[src/sv/sdn_pkg.sv]
package sdn_pkg;

   // Result fields leave the block as 16-bit two's complement.
   localparam int OUT_BITS = 16;

   // Register index on the configuration port.
   localparam int CSR_INDEX_BITS = 3;

   typedef enum logic [CSR_INDEX_BITS-1:0] {
      CSR_CENTER_X  = 3'd0,
      CSR_CENTER_Y  = 3'd1,
      CSR_MIN_X     = 3'd2,
      CSR_MAX_X     = 3'd3,
      CSR_MIN_Y     = 3'd4,
      CSR_MAX_Y     = 3'd5,
      CSR_DEAD_ZONE = 3'd6
   } csr_index_type;

   // Per-axis status that rides along the divider stages.
   typedef struct packed {
      logic neg;    // offset below the center
      logic zero;   // offset exactly zero
      logic sat;    // span not positive, or offset reaches the span
      logic in_dz;  // offset magnitude inside the dead zone
   } sdn_flags_type;

   // What one axis lane hands to the merging stage.
   typedef struct packed {
      logic                in_dz;
      logic [OUT_BITS-1:0] value;
   } sdn_lane_out_type;

endpackage

[src/sv/stick_deadzone_normalizer.sv]
// Channel        Ports                                  Transfer
// -------------  -------------------------------------  ----------------------------------
// sample in      start, busy, req_x_raw, req_y_raw      edge with start high and busy low
// result out     rsp_valid, rsp_x_norm, rsp_y_norm,     every edge ending a cycle with
//                rsp_at_rest                            rsp_valid high
// registers      csr_valid, csr_ready, csr_index,       edge with csr_valid and csr_ready
//                csr_data                               high
//
// One sample can be accepted on every clock; busy is high during reset and for the
// first cycle after it, and low from then on.
// A result passes each lane's stage 1, stage 2, divider chain and output register and
// then the merge register; it sits on the result ports during the cycle before the edge
// that transfers it. Each axis divider chain settles one quotient bit per pipeline stage.
// Reset is synchronous and active high; it restores the calibration defaults
// and drops every sample in flight. The receiver cannot stall the result strobe.
module stick_deadzone_normalizer #(
   parameter int SAMPLE_BITS = 12,
   parameter int FRAC_BITS   = 14
) (
   input  logic                                 clock,
   input  logic                                 reset,
   input  logic                                 start,
   output logic                                 busy,
   input  logic [SAMPLE_BITS-1:0]               req_x_raw,
   input  logic [SAMPLE_BITS-1:0]               req_y_raw,
   output logic                                 rsp_valid,
   output logic signed [sdn_pkg::OUT_BITS-1:0]  rsp_x_norm,
   output logic signed [sdn_pkg::OUT_BITS-1:0]  rsp_y_norm,
   output logic                                 rsp_at_rest,
   input  logic                                 csr_valid,
   output logic                                 csr_ready,
   input  logic [sdn_pkg::CSR_INDEX_BITS-1:0]   csr_index,
   input  logic [SAMPLE_BITS:0]                 csr_data
);

   localparam int LATENCY = FRAC_BITS + 4;

   // Busy is held for one cycle after reset releases so nothing is accepted
   // while the pipeline valid bits are still being cleared.
   logic busy_ff;
   logic accept;

   always_ff @(posedge clock) begin
      if (reset) begin
         busy_ff <= 1'b1;
      end else begin
         busy_ff <= 1'b0;
      end
   end

   assign busy      = busy_ff | reset;
   assign accept    = start & ~busy;
   assign csr_ready = 1'b1;

   // Calibration registers. Each write takes the low bits that fit the
   // register; an index past the list is dropped.
   logic [SAMPLE_BITS-1:0] center_x_ff, center_x_in;
   logic [SAMPLE_BITS-1:0] center_y_ff, center_y_in;
   logic [SAMPLE_BITS-1:0] min_x_ff, min_x_in;
   logic [SAMPLE_BITS:0]   max_x_ff, max_x_in;
   logic [SAMPLE_BITS-1:0] min_y_ff, min_y_in;
   logic [SAMPLE_BITS:0]   max_y_ff, max_y_in;
   logic [SAMPLE_BITS-1:0] dead_zone_ff, dead_zone_in;

   always_comb begin
      center_x_in  = center_x_ff;
      center_y_in  = center_y_ff;
      min_x_in     = min_x_ff;
      max_x_in     = max_x_ff;
      min_y_in     = min_y_ff;
      max_y_in     = max_y_ff;
      dead_zone_in = dead_zone_ff;
      if (csr_valid && csr_ready) begin
         unique case (csr_index)
            sdn_pkg::CSR_CENTER_X:  center_x_in  = csr_data[SAMPLE_BITS-1:0];
            sdn_pkg::CSR_CENTER_Y:  center_y_in  = csr_data[SAMPLE_BITS-1:0];
            sdn_pkg::CSR_MIN_X:     min_x_in     = csr_data[SAMPLE_BITS-1:0];
            sdn_pkg::CSR_MAX_X:     max_x_in     = csr_data;
            sdn_pkg::CSR_MIN_Y:     min_y_in     = csr_data[SAMPLE_BITS-1:0];
            sdn_pkg::CSR_MAX_Y:     max_y_in     = csr_data;
            sdn_pkg::CSR_DEAD_ZONE: dead_zone_in = csr_data[SAMPLE_BITS-1:0];
            default: begin
            end
         endcase
      end
   end

   always_ff @(posedge clock) begin
      if (reset) begin
         center_x_ff  <= {1'b1, {(SAMPLE_BITS-1){1'b0}}};
         center_y_ff  <= {1'b1, {(SAMPLE_BITS-1){1'b0}}};
         min_x_ff     <= '0;
         max_x_ff     <= {1'b0, {SAMPLE_BITS{1'b1}}};
         min_y_ff     <= '0;
         max_y_ff     <= {1'b0, {SAMPLE_BITS{1'b1}}};
         dead_zone_ff <= '0;
      end else begin
         center_x_ff  <= center_x_in;
         center_y_ff  <= center_y_in;
         min_x_ff     <= min_x_in;
         max_x_ff     <= max_x_in;
         min_y_ff     <= min_y_in;
         max_y_ff     <= max_y_in;
         dead_zone_ff <= dead_zone_in;
      end
   end

   // The two axes run in identical lanes that stay in lockstep, so the
   // merging stage only has to combine their dead-zone verdicts.
   logic                      x_valid, y_valid;
   sdn_pkg::sdn_lane_out_type x_res, y_res;

   sdn_axis_lane #(
      .SAMPLE_BITS(SAMPLE_BITS),
      .FRAC_BITS  (FRAC_BITS)
   ) u_lane_x (
      .clock    (clock),
      .reset    (reset),
      .valid_in (accept),
      .raw      (req_x_raw),
      .lo       (min_x_ff),
      .mid      (center_x_ff),
      .hi       (max_x_ff),
      .dead_zone(dead_zone_ff),
      .valid_out(x_valid),
      .result   (x_res)
   );

   sdn_axis_lane #(
      .SAMPLE_BITS(SAMPLE_BITS),
      .FRAC_BITS  (FRAC_BITS)
   ) u_lane_y (
      .clock    (clock),
      .reset    (reset),
      .valid_in (accept),
      .raw      (req_y_raw),
      .lo       (min_y_ff),
      .mid      (center_y_ff),
      .hi       (max_y_ff),
      .dead_zone(dead_zone_ff),
      .valid_out(y_valid),
      .result   (y_res)
   );

   // Merge stage: the stick rests only when both offsets are in the dead zone,
   // and then both axes report zero.
   logic                          rest;
   logic                          rsp_valid_ff;
   logic [sdn_pkg::OUT_BITS-1:0]  x_norm_ff, x_norm_in;
   logic [sdn_pkg::OUT_BITS-1:0]  y_norm_ff, y_norm_in;
   logic                          at_rest_ff;

   always_comb begin
      rest      = x_res.in_dz & y_res.in_dz;
      x_norm_in = rest ? '0 : x_res.value;
      y_norm_in = rest ? '0 : y_res.value;
   end

   always_ff @(posedge clock) begin
      if (reset) begin
         rsp_valid_ff <= 1'b0;
      end else begin
         rsp_valid_ff <= x_valid & y_valid;
      end
   end

   always_ff @(posedge clock) begin
      x_norm_ff  <= x_norm_in;
      y_norm_ff  <= y_norm_in;
      at_rest_ff <= rest;
   end

   assign rsp_valid   = rsp_valid_ff;
   assign rsp_x_norm  = $signed(x_norm_ff);
   assign rsp_y_norm  = $signed(y_norm_ff);
   assign rsp_at_rest = at_rest_ff;

`ifndef SYNTHESIS
   // Every accepted sample produces its result.
   a_result_follows: assert property (@(posedge clock) disable iff (reset)
      accept |-> ##LATENCY rsp_valid)
      else $error("accepted sample produced no result");

   // No result appears without an accepted sample behind it.
   a_result_has_source: assert property (@(posedge clock) disable iff (reset)
      rsp_valid |-> $past(accept, LATENCY))
      else $error("result strobe without an accepted sample");

   // The lanes never drift apart.
   a_lanes_lockstep: assert property (@(posedge clock) disable iff (reset)
      x_valid == y_valid)
      else $error("axis lanes out of step");

   // A resting stick reports a centered position on both axes.
   a_rest_centered: assert property (@(posedge clock) disable iff (reset)
      rsp_valid && rsp_at_rest |-> rsp_x_norm == '0 && rsp_y_norm == '0)
      else $error("resting stick reports a deflection");
`endif

endmodule

[src/sv/sdn_div_stage.sv]
module sdn_div_stage #(
   parameter int REM_BITS = 13,
   parameter int QUO_BITS = 14
) (
   input  logic                  clock,
   input  logic                  reset,
   input  logic                  src_valid,
   input  sdn_pkg::sdn_flags_type src_flags,
   input  logic [REM_BITS-1:0]   src_rem,
   input  logic [REM_BITS-1:0]   src_span,
   input  logic [QUO_BITS-1:0]   src_quo,
   output logic                  dst_valid,
   output sdn_pkg::sdn_flags_type dst_flags,
   output logic [REM_BITS-1:0]   dst_rem,
   output logic [REM_BITS-1:0]   dst_span,
   output logic [QUO_BITS-1:0]   dst_quo
);

   // One restoring division step: outside the saturated cases the remainder is below the span,
   // so the doubled remainder fits one more bit and one subtract settles the bit.
   logic [REM_BITS:0]   trial;
   logic [REM_BITS+1:0] diff;
   logic                ge;

   logic                   valid_ff;
   sdn_pkg::sdn_flags_type flags_ff;
   logic [REM_BITS-1:0]    rem_ff, rem_in;
   logic [REM_BITS-1:0]    span_ff;
   logic [QUO_BITS-1:0]    quo_ff, quo_in;

   always_comb begin
      trial  = {src_rem, 1'b0};
      diff   = {1'b0, trial} - {2'b00, src_span};
      ge     = ~diff[REM_BITS+1];
      rem_in = ge ? diff[REM_BITS-1:0] : trial[REM_BITS-1:0];
      quo_in = {src_quo[QUO_BITS-2:0], ge};
   end

   always_ff @(posedge clock) begin
      if (reset) begin
         valid_ff <= 1'b0;
      end else begin
         valid_ff <= src_valid;
      end
   end

   always_ff @(posedge clock) begin
      flags_ff <= src_flags;
      rem_ff   <= rem_in;
      span_ff  <= src_span;
      quo_ff   <= quo_in;
   end

   assign dst_valid = valid_ff;
   assign dst_flags = flags_ff;
   assign dst_rem   = rem_ff;
   assign dst_span  = span_ff;
   assign dst_quo   = quo_ff;

endmodule

[src/sv/sdn_axis_lane.sv]
module sdn_axis_lane #(
   parameter int SAMPLE_BITS = 12,
   parameter int FRAC_BITS   = 14
) (
   input  logic                      clock,
   input  logic                      reset,
   input  logic                      valid_in,
   input  logic [SAMPLE_BITS-1:0]    raw,
   input  logic [SAMPLE_BITS-1:0]    lo,
   input  logic [SAMPLE_BITS-1:0]    mid,
   input  logic [SAMPLE_BITS:0]      hi,
   input  logic [SAMPLE_BITS-1:0]    dead_zone,
   output logic                      valid_out,
   output sdn_pkg::sdn_lane_out_type result
);

   localparam int S         = SAMPLE_BITS;
   localparam int REM_BITS  = SAMPLE_BITS + 1;
   localparam int VAL_BITS  = FRAC_BITS + 2;
   localparam int EXT_BITS  = (VAL_BITS > sdn_pkg::OUT_BITS) ? VAL_BITS : sdn_pkg::OUT_BITS;

   // Stage 1: offset from the center and both spans.
   logic                  v1_ff;
   logic signed [S:0]     off_ff, off_in;
   logic signed [S+1:0]   span_pos_ff, span_pos_in;
   logic signed [S+1:0]   span_neg_ff, span_neg_in;

   always_comb begin
      off_in      = $signed({1'b0, raw}) - $signed({1'b0, mid});
      span_pos_in = $signed({1'b0, hi}) - $signed({2'b00, mid});
      span_neg_in = $signed({2'b00, mid}) - $signed({2'b00, lo});
   end

   always_ff @(posedge clock) begin
      if (reset) begin
         v1_ff <= 1'b0;
      end else begin
         v1_ff <= valid_in;
      end
   end

   always_ff @(posedge clock) begin
      off_ff      <= off_in;
      span_pos_ff <= span_pos_in;
      span_neg_ff <= span_neg_in;
   end

   // Stage 2: magnitude, chosen span and the special-case flags.
   logic                   neg;
   logic [S:0]             abs_full;
   logic [S-1:0]           mag;
   logic signed [S+1:0]    span_sel;
   logic [S:0]             span_u;
   logic                   span_nonpos;
   sdn_pkg::sdn_flags_type flags_in;

   always_comb begin
      neg         = off_ff[S];
      abs_full    = neg ? (-off_ff) : off_ff;
      mag         = abs_full[S-1:0];
      span_sel    = neg ? span_neg_ff : span_pos_ff;
      span_u      = span_sel[S:0];
      span_nonpos = span_sel[S+1] | (span_sel == '0);
      flags_in.neg   = neg;
      flags_in.zero  = (off_ff == '0);
      flags_in.sat   = span_nonpos | ({1'b0, mag} >= span_u);
      flags_in.in_dz = (mag <= dead_zone);
   end

   logic                   v2_ff;
   sdn_pkg::sdn_flags_type flags_ff;
   logic [S:0]             rem_ff;
   logic [S:0]             span_ff;

   always_ff @(posedge clock) begin
      if (reset) begin
         v2_ff <= 1'b0;
      end else begin
         v2_ff <= v1_ff;
      end
   end

   always_ff @(posedge clock) begin
      flags_ff <= flags_in;
      rem_ff   <= {1'b0, mag};
      span_ff  <= span_u;
   end

   // Divider chain: one quotient bit per stage, most significant first.
   logic                   c_valid [FRAC_BITS+1];
   sdn_pkg::sdn_flags_type c_flags [FRAC_BITS+1];
   logic [REM_BITS-1:0]    c_rem   [FRAC_BITS+1];
   logic [REM_BITS-1:0]    c_span  [FRAC_BITS+1];
   logic [FRAC_BITS-1:0]   c_quo   [FRAC_BITS+1];

   assign c_valid[0] = v2_ff;
   assign c_flags[0] = flags_ff;
   assign c_rem[0]   = rem_ff;
   assign c_span[0]  = span_ff;
   assign c_quo[0]   = '0;

   for (genvar k = 0; k < FRAC_BITS; k++) begin : g_step
      sdn_div_stage #(
         .REM_BITS(REM_BITS),
         .QUO_BITS(FRAC_BITS)
      ) u_step (
         .clock    (clock),
         .reset    (reset),
         .src_valid(c_valid[k]),
         .src_flags(c_flags[k]),
         .src_rem  (c_rem[k]),
         .src_span (c_span[k]),
         .src_quo  (c_quo[k]),
         .dst_valid(c_valid[k+1]),
         .dst_flags(c_flags[k+1]),
         .dst_rem  (c_rem[k+1]),
         .dst_span (c_span[k+1]),
         .dst_quo  (c_quo[k+1])
      );
   end

   // Output stage: clamp, apply the sign and fit to the result width.
   sdn_pkg::sdn_flags_type   fl;
   logic [FRAC_BITS:0]       mag_q;
   logic signed [VAL_BITS-1:0] val;
   logic signed [EXT_BITS-1:0] val_ext;
   logic                      vo_ff;
   sdn_pkg::sdn_lane_out_type res_ff, res_in;

   always_comb begin
      fl = c_flags[FRAC_BITS];
      if (fl.zero) begin
         mag_q = '0;
      end else if (fl.sat) begin
         mag_q = {1'b1, {FRAC_BITS{1'b0}}};
      end else begin
         mag_q = {1'b0, c_quo[FRAC_BITS]};
      end
      val          = fl.neg ? -$signed({1'b0, mag_q}) : $signed({1'b0, mag_q});
      val_ext      = EXT_BITS'(val);
      res_in.in_dz = fl.in_dz;
      res_in.value = val_ext[sdn_pkg::OUT_BITS-1:0];
   end

   always_ff @(posedge clock) begin
      if (reset) begin
         vo_ff <= 1'b0;
      end else begin
         vo_ff <= c_valid[FRAC_BITS];
      end
   end

   always_ff @(posedge clock) begin
      res_ff <= res_in;
   end

   assign valid_out = vo_ff;
   assign result    = res_ff;

endmodule

[config.mk]
export PLATFORM = sky130hd
export DESIGN_NAME = stick_deadzone_normalizer
export DESIGN_NICKNAME = d
export VERILOG_FILES = /design/src/sv/sdn_pkg.sv /design/src/sv/stick_deadzone_normalizer.sv /design/src/sv/sdn_div_stage.sv /design/src/sv/sdn_axis_lane.sv
export SDC_FILE = /design/constraint.sdc
export NUM_CORES = 2
export LEC_CHECK = 0
export ABC_AREA = 1
export BUFFER_PORTS_ARGS = -buffer_cell sky130_fd_sc_hd__buf_4
export CAP_MARGIN = 40
export CELL_PAD_IN_SITES_DETAIL_PLACEMENT = 0
export CELL_PAD_IN_SITES_GLOBAL_PLACEMENT = 1
export CORE_UTILIZATION = 51
export CTS_CLUSTER_DIAMETER = 60
export DETAILED_ROUTE_END_ITERATION = 6
export PLACE_DENSITY = 0.84
export SYNTH_ARGS = -nofsm -noshare
export SYNTH_HDL_FRONTEND = slang
export SYNTH_SLANG_ARGS = --single-unit
[constraint.sdc]
create_clock -name clock -period 5.84 [get_ports clock]
set_input_delay 0.584 -clock clock [delete_from_list [all_inputs] [get_ports clock]]
set_output_delay 0.584 -clock clock [all_outputs]
set_load 0.01 [all_outputs]
# ---- Word-level counts from Yosys, hierarchy flattened
# Index checks and enable logic that the tools add are counted.
dict set report totals {
  register_bits 1310
  input_bits 44
  out_inout_bits 36
  wordCells 404
}
dict set report classes {
  add_sub_neg 38
  n_lt_le_gt_ge 4
  n_eq_ne 6
  mux 37
  bitwise_logic 36
  n_reduce_logical 12
}
# op count
set ops {}
lappend ops {{14-bit by 13-bit subtractor with 15-bit output} 26}
lappend ops {{13-bit 2-to-1 mux} 26}
lappend ops {{15-bit 2-to-1 mux} 6}
lappend ops {{12-bit by 12-bit subtractor with 13-bit output} 4}
lappend ops {{15-bit negator with 16-bit output} 2}
lappend ops {{1-bit inverter} 29}
lappend ops {{14-bit zero test} 2}
lappend ops {{14-bit 2-to-1 mux} 2}
lappend ops {{13-bit by 12-bit subtractor with 14-bit output} 2}
lappend ops {{13-bit by 13-bit subtractor with 14-bit output} 2}
lappend ops {{12-bit by 13-bit >= comparator with 1-bit output} 2}
lappend ops {{13-bit zero test} 2}
lappend ops {{12-bit <= comparator} 2}
lappend ops {{12-bit 2-to-1 mux} 2}
lappend ops {{12-bit negator} 2}
lappend ops {{2-bit AND reduction} 7}
lappend ops {{3-bit == test, second input constant} 3}
lappend ops {{3-bit by 2-bit == test with 1-bit output, second input constant} 2}
lappend ops {{1-bit bitwise OR} 5}
lappend ops {{3-bit by 1-bit == test with 1-bit output, second input constant} 1}
lappend ops {{3-bit zero test} 1}
lappend ops {{1-bit AND} 2}
lappend ops {{1-bit 2-to-1 mux} 1}

# ---- Logic depth before layout (Yosys ltp)
dict set report logic_depth {
  word_depth 4
  mapped_depth 15
  ltp_nobuf 15
}

# ---- Modules after synthesis
# A second synthesis with hierarchy kept.
dict set report unflattened {
  cells_unflattened 8892
  area_unflattened_um2 67681.2
}
# module n_inst cells_each area_each_um2 seq_area_each_um2
set modules_own_cells {}
lappend modules_own_cells {{sdn_div_stage (u_lane_x.g_step[0].u_step ...)} 17 242 1869.3 900.9}
lappend modules_own_cells {{sdn_div_stage (u_lane_y.g_step[12].u_step ...)} 11 242 1874.3 900.9}
lappend modules_own_cells {{sdn_axis_lane (u_lane_y)} 1 766 5472.7 1781.7}
lappend modules_own_cells {{sdn_axis_lane (u_lane_x)} 1 765 5462.7 1781.7}
lappend modules_own_cells {stick_deadzone_normalizer 1 585 4350.4 2422.3}

# ---- Worst setup path after synthesis
# No wires, ideal clock.
dict set report synth_path {
  path_kind {reg2reg}
  start {register u_lane_x.off_ff[12]}
  end {register u_lane_x.flags_ff (netlist bit u_lane_x.c_flags[56])}
  setup_ns 0.121
  arrival_ns 1.829
  required_ns 5.719
  path_slack_ns 3.890
  stages_incl_launch_ff 12
  path_buffers 2
  period_less_slack_ns 1.950
  cell_sequence {dfxtp_1 -> buf_2 -> buf_2 -> nand2_1 -> nand2_1 -> nor2_1 -> xnor2_1 -> ha_1 -> nand4_1 -> a31o_2 -> nand3_1 -> o21ai_0}
}
# element line
set synth_lines {}
lappend synth_lines {{from (decl)} sdn_axis_lane.sv:24} ;# logic signed [S:0] off_ff, off_in;
lappend synth_lines {{from (signal assigned)} sdn_axis_lane.sv:43} ;# off_ff <= off_in;
lappend synth_lines {{to (signal assigned)} sdn_axis_lane.sv:84} ;# flags_ff <= flags_in;
lappend synth_lines {{to (decl)} sdn_axis_lane.sv:71} ;# sdn_pkg::sdn_flags_type flags_ff;

==> impl_results.md <==
- Drt wl/cell: 14.5 um
- Power Total: roughly 45,000 uW
- Failing checks: design-rule violations
- Initial antenna violation count: 1
- First-pass GRT wire length: 233,000 um
- Post-synth EDFFs: 0
- Crit end category: flop
- DRT Wirelength: 143,000 um
- Die Span Y: 347 um
- Delay-heaviest family, CP: flip-flops
- Reg2reg start: u_lane_y.off_ff[12]$_DFF_P_
- GP Congestion: slightly above 0.9
- Die Width: 347 um
- Sequential area share after synthesis: about 43%
- Starting Density: about 50%
- Psw: approximately 19,000 uW
- Mapped Area: ~0.061 sq mm
- Hold path start: csr_data[11]
- H-tree depth: 4
- Asr flop ratio synth: 0%
- Synth Flop Type: dfxtp_1
- Wire length on met2: 69,500 um
- Least-Margin Pin Slew: 0.939 ns
- Net Sw Frac: 42.6%
- Critical-path cell list: inv_1, a31oi_1, xor2_1, ha_1, a21oi_1, o21ai_0, nor2_1, o21ai_0, nand2_1, nand2_1
- Yosys warning count: 0
- Largest net degree at the start of global routing: 85
- Syn Nets: between 8,000 and 9,000
- Gr usage total: between 20% and 30%
- CTS tree: yes
- Mapped Cells: 8,067
- DRT iter0 DRCs: 2,380
- Flop pwr share: 31.8%
- Period utilisation layout: around half
- Relative slew slack: 37.3%
- Peak supply drop: between 300 and 400 uV
- Slowest cell delay on critical path: between 0.9 and 1 ns
- Synthesized flop and latch total: about 1,300
- Max Cap Viol: 0
- Max-slew violations: 0
- Top sig layer: met4
- Via count: 47,600
- Site row count: between 100 and 150
- Worst Clk Skew: approximately 0.052 ns
- WL met3: between 4000 and 5000 um
- Period minus WS final: 3.01 ns
- Crit path buffers/inverters: 1
- Avg Cell Area, Syn: between 7 and 8 sq um
- P_int: between 20,000 and 30,000 uW
- Post-synth top area share: a little over two fifths
- Yosys cell types: 45
- Ports: 80
- Metal-1 WL: 63,900 um
- Final TNS setup: 0 ns
- Cell taking the most area after synthesis: dfxtp_1
- Final ANT Viol Nets: 0
- CP required: 6.51 ns
- Leak: around 0.035 uW
- Grt total ovfl: 0
- RSZ-0062 raised after global routing: false
- Status: finished, violations left
- PortBufs: 78
- P per Cell Area: 666 mW/mm^2
- CTS Buf Count: 142
- Vias per cell: 4.82
- Max Root-Sink Buffers: 3
- Final Hold Fails: 0
- Clock power share: 21.0%
- HP Class: in -> reg
- WS Path Type: reg -> reg
- Top cells by area, synth: dfxtp_1 (43%), nand2_1 (15%), ha_1 (9.5%)
- Share of cells above drive strength 1: 6.89%
- TritonRoute pass-1 iters: 7
- Logic pwr share: 47.3%
- Critical path launch point: u_lane_y.off_ff[12]$_DFF_P_
- Die ar.: between 0.1 and 0.15 sq mm
- # diodes: 0
- Hpwl dp: approximately 110,000 um
- Most frequent cells in the layout: nand2_1 (2,424), inv_1 (1,504), dfxtp_1 (1,308), nand3_1 (614), ha_1 (460)
- Post-CTS Hold Fix Bufs: 1
- Vias in the first global route: between 40,000 and 50,000
- Clk_lat worst skew: 0.78 ns
- DRC viols: 2
- Worst-path clk slew: approximately 0.06 ns
- Post_cts resized: 0
- CP Launch Type: flop
- Post-CTS Setup Repair Bufs: 0
- Core ar.: roughly 0.12 sq mm
- Clk sink count: 1,308
- WP data arrival: between 3 and 4 ns
- Crit path max fanout: 32
- Fmax: 332 MHz
- CP max-delay cell: dfxtp_1
- Fin nets: 8,759
- Commonest non-fill, non-tap cell in the layout: nand2_1
- Area grow syn2layout: 11.7%
- Final setup fails: 0
- Root buf cell: clkbuf_16
-- logic make-up after synthesis --
logic type | Yosys count | synth area share [%]
xor gates and xnor gates | 191 | 2.76
and+or+nand+nor | 3909 | 27.9
DFF | 1308 | 43.2
buffers and inverters | 1602 | 10.4
other | 1 | 0.00619
AOI/OAI and AO/OA | 564 | 5.12
adders and majority gates | 492 | 10.6
-- worst paths after layout --
path	endpoint	slack, ns	cells after the start
worst max-delay path	u_lane_y.c_flags[57]$_DFF_P_	2.83	10
worst min-delay path	max_x_ff[11]$_SDFFE_PP1P_	0.08	3
worst max register to register	u_lane_y.c_flags[57]$_DFF_P_	2.83	10
worst min register to register	u_lane_y.g_step[5].u_step.dst_quo[5]$_DFF_P_	0.31	0
-- flip-flops by register name, summed over array words and instances (netlist names), 13 cells and up --
register	flops
max_x_ff	13
max_y_ff	13
rsp_x_norm	16
rsp_y_norm	16
u_lane_x.g_step.u_step.dst_flags	56
u_lane_x.g_step.u_step.dst_quo	105
u_lane_x.g_step.u_step.dst_rem	169
u_lane_x.g_step.u_step.dst_span	169
u_lane_x.off_ff	13
u_lane_x.result	17
u_lane_x.span_ff	13
u_lane_x.span_neg_ff	13
u_lane_x.span_pos_ff	14
u_lane_y.g_step.u_step.dst_flags	56
u_lane_y.g_step.u_step.dst_quo	105
u_lane_y.g_step.u_step.dst_rem	169
u_lane_y.g_step.u_step.dst_span	169
u_lane_y.g_step.u_step.dst_valid	14
u_lane_y.off_ff	13
u_lane_y.result	17
u_lane_y.span_ff	13
u_lane_y.span_neg_ff	13
u_lane_y.span_pos_ff	14
-- worst min-delay path, cell delays in order --
cell	delay [ns]
buf_4	0.14
nand2_1	0.06
nand3_1	0.05
-- metrics by stage --
stage	util (%)	worst slack, ns	instances	area [sq um]	hold WS, ns
2_1_floorplan	-	3.89	8067	60600	0.310
3_3_place_gp	53.1	2.93	9612	62600	0.310
3_5_place_dp	53.1	2.89	9614	62600	0.312
4_1_cts	57.4	2.91	9871	67700	0.0199
5_1_grt	57.4	2.50	9871	67700	0.0569
6_report	57.4	2.83	9871	67700	0.0785
-- Yosys cell counts (2+ instances only) --
master and n:
and2_1 77, inv_4 24, nand2_2 60, nand3_1 614
nand4_1 185, buf_1 4, nor2_2 70, o21ai_0 213
o211ai_1 6, xnor2_1 105, nor3_2 24, or2_2 2
buf_2 8, o21ai_2 49, o21a_1 2, clkbuf_1 26
ha_1 460, nor4_1 2, a31oi_1 21, nor3_1 22
o31ai_1 2, dfxtp_1 1308, buf_4 2, nor2_1 373
fa_1 32, a21oi_1 252, o21bai_1 11, nand2_4 24
inv_1 1505, inv_2 2, xor2_1 86, a21o_1 2
nand3b_1 28, buf_6 31, nand2_1 2424, nor2_4 2
-- power by group through the flow --
stage                     Clock [uW]  Combinational [uW]  Sequential [uW]
after floorplan                    0               16800            13600
after global placement             0               21000            14500
after detailed placement           0               21200            14600
after CTS                       9690               21400            14400
after global routing           10100               24600            14600
final                           9450               21300            14300
-- metal layers --
layer	vias to the layer above	track usage [%]
met5	-	0
li1	25400	-
met4	0	9.37
met2	739	42.4
met3	258	3.14
met1	21200	29.2
-- final cells by class --
cell class / instances / area [sq um]
fill: 11100 / 50200
multi-input combinational: 5157 / 28100
sequential: 1308 / 26200
inverter: 1531 / 5810
clock buffer: 197 / 4110
tap: 1536 / 1920
clock inverter: 59 / 952
timing repair buffer: 83 / 649
No activity file was read; power rests on OpenSTA's default activity.
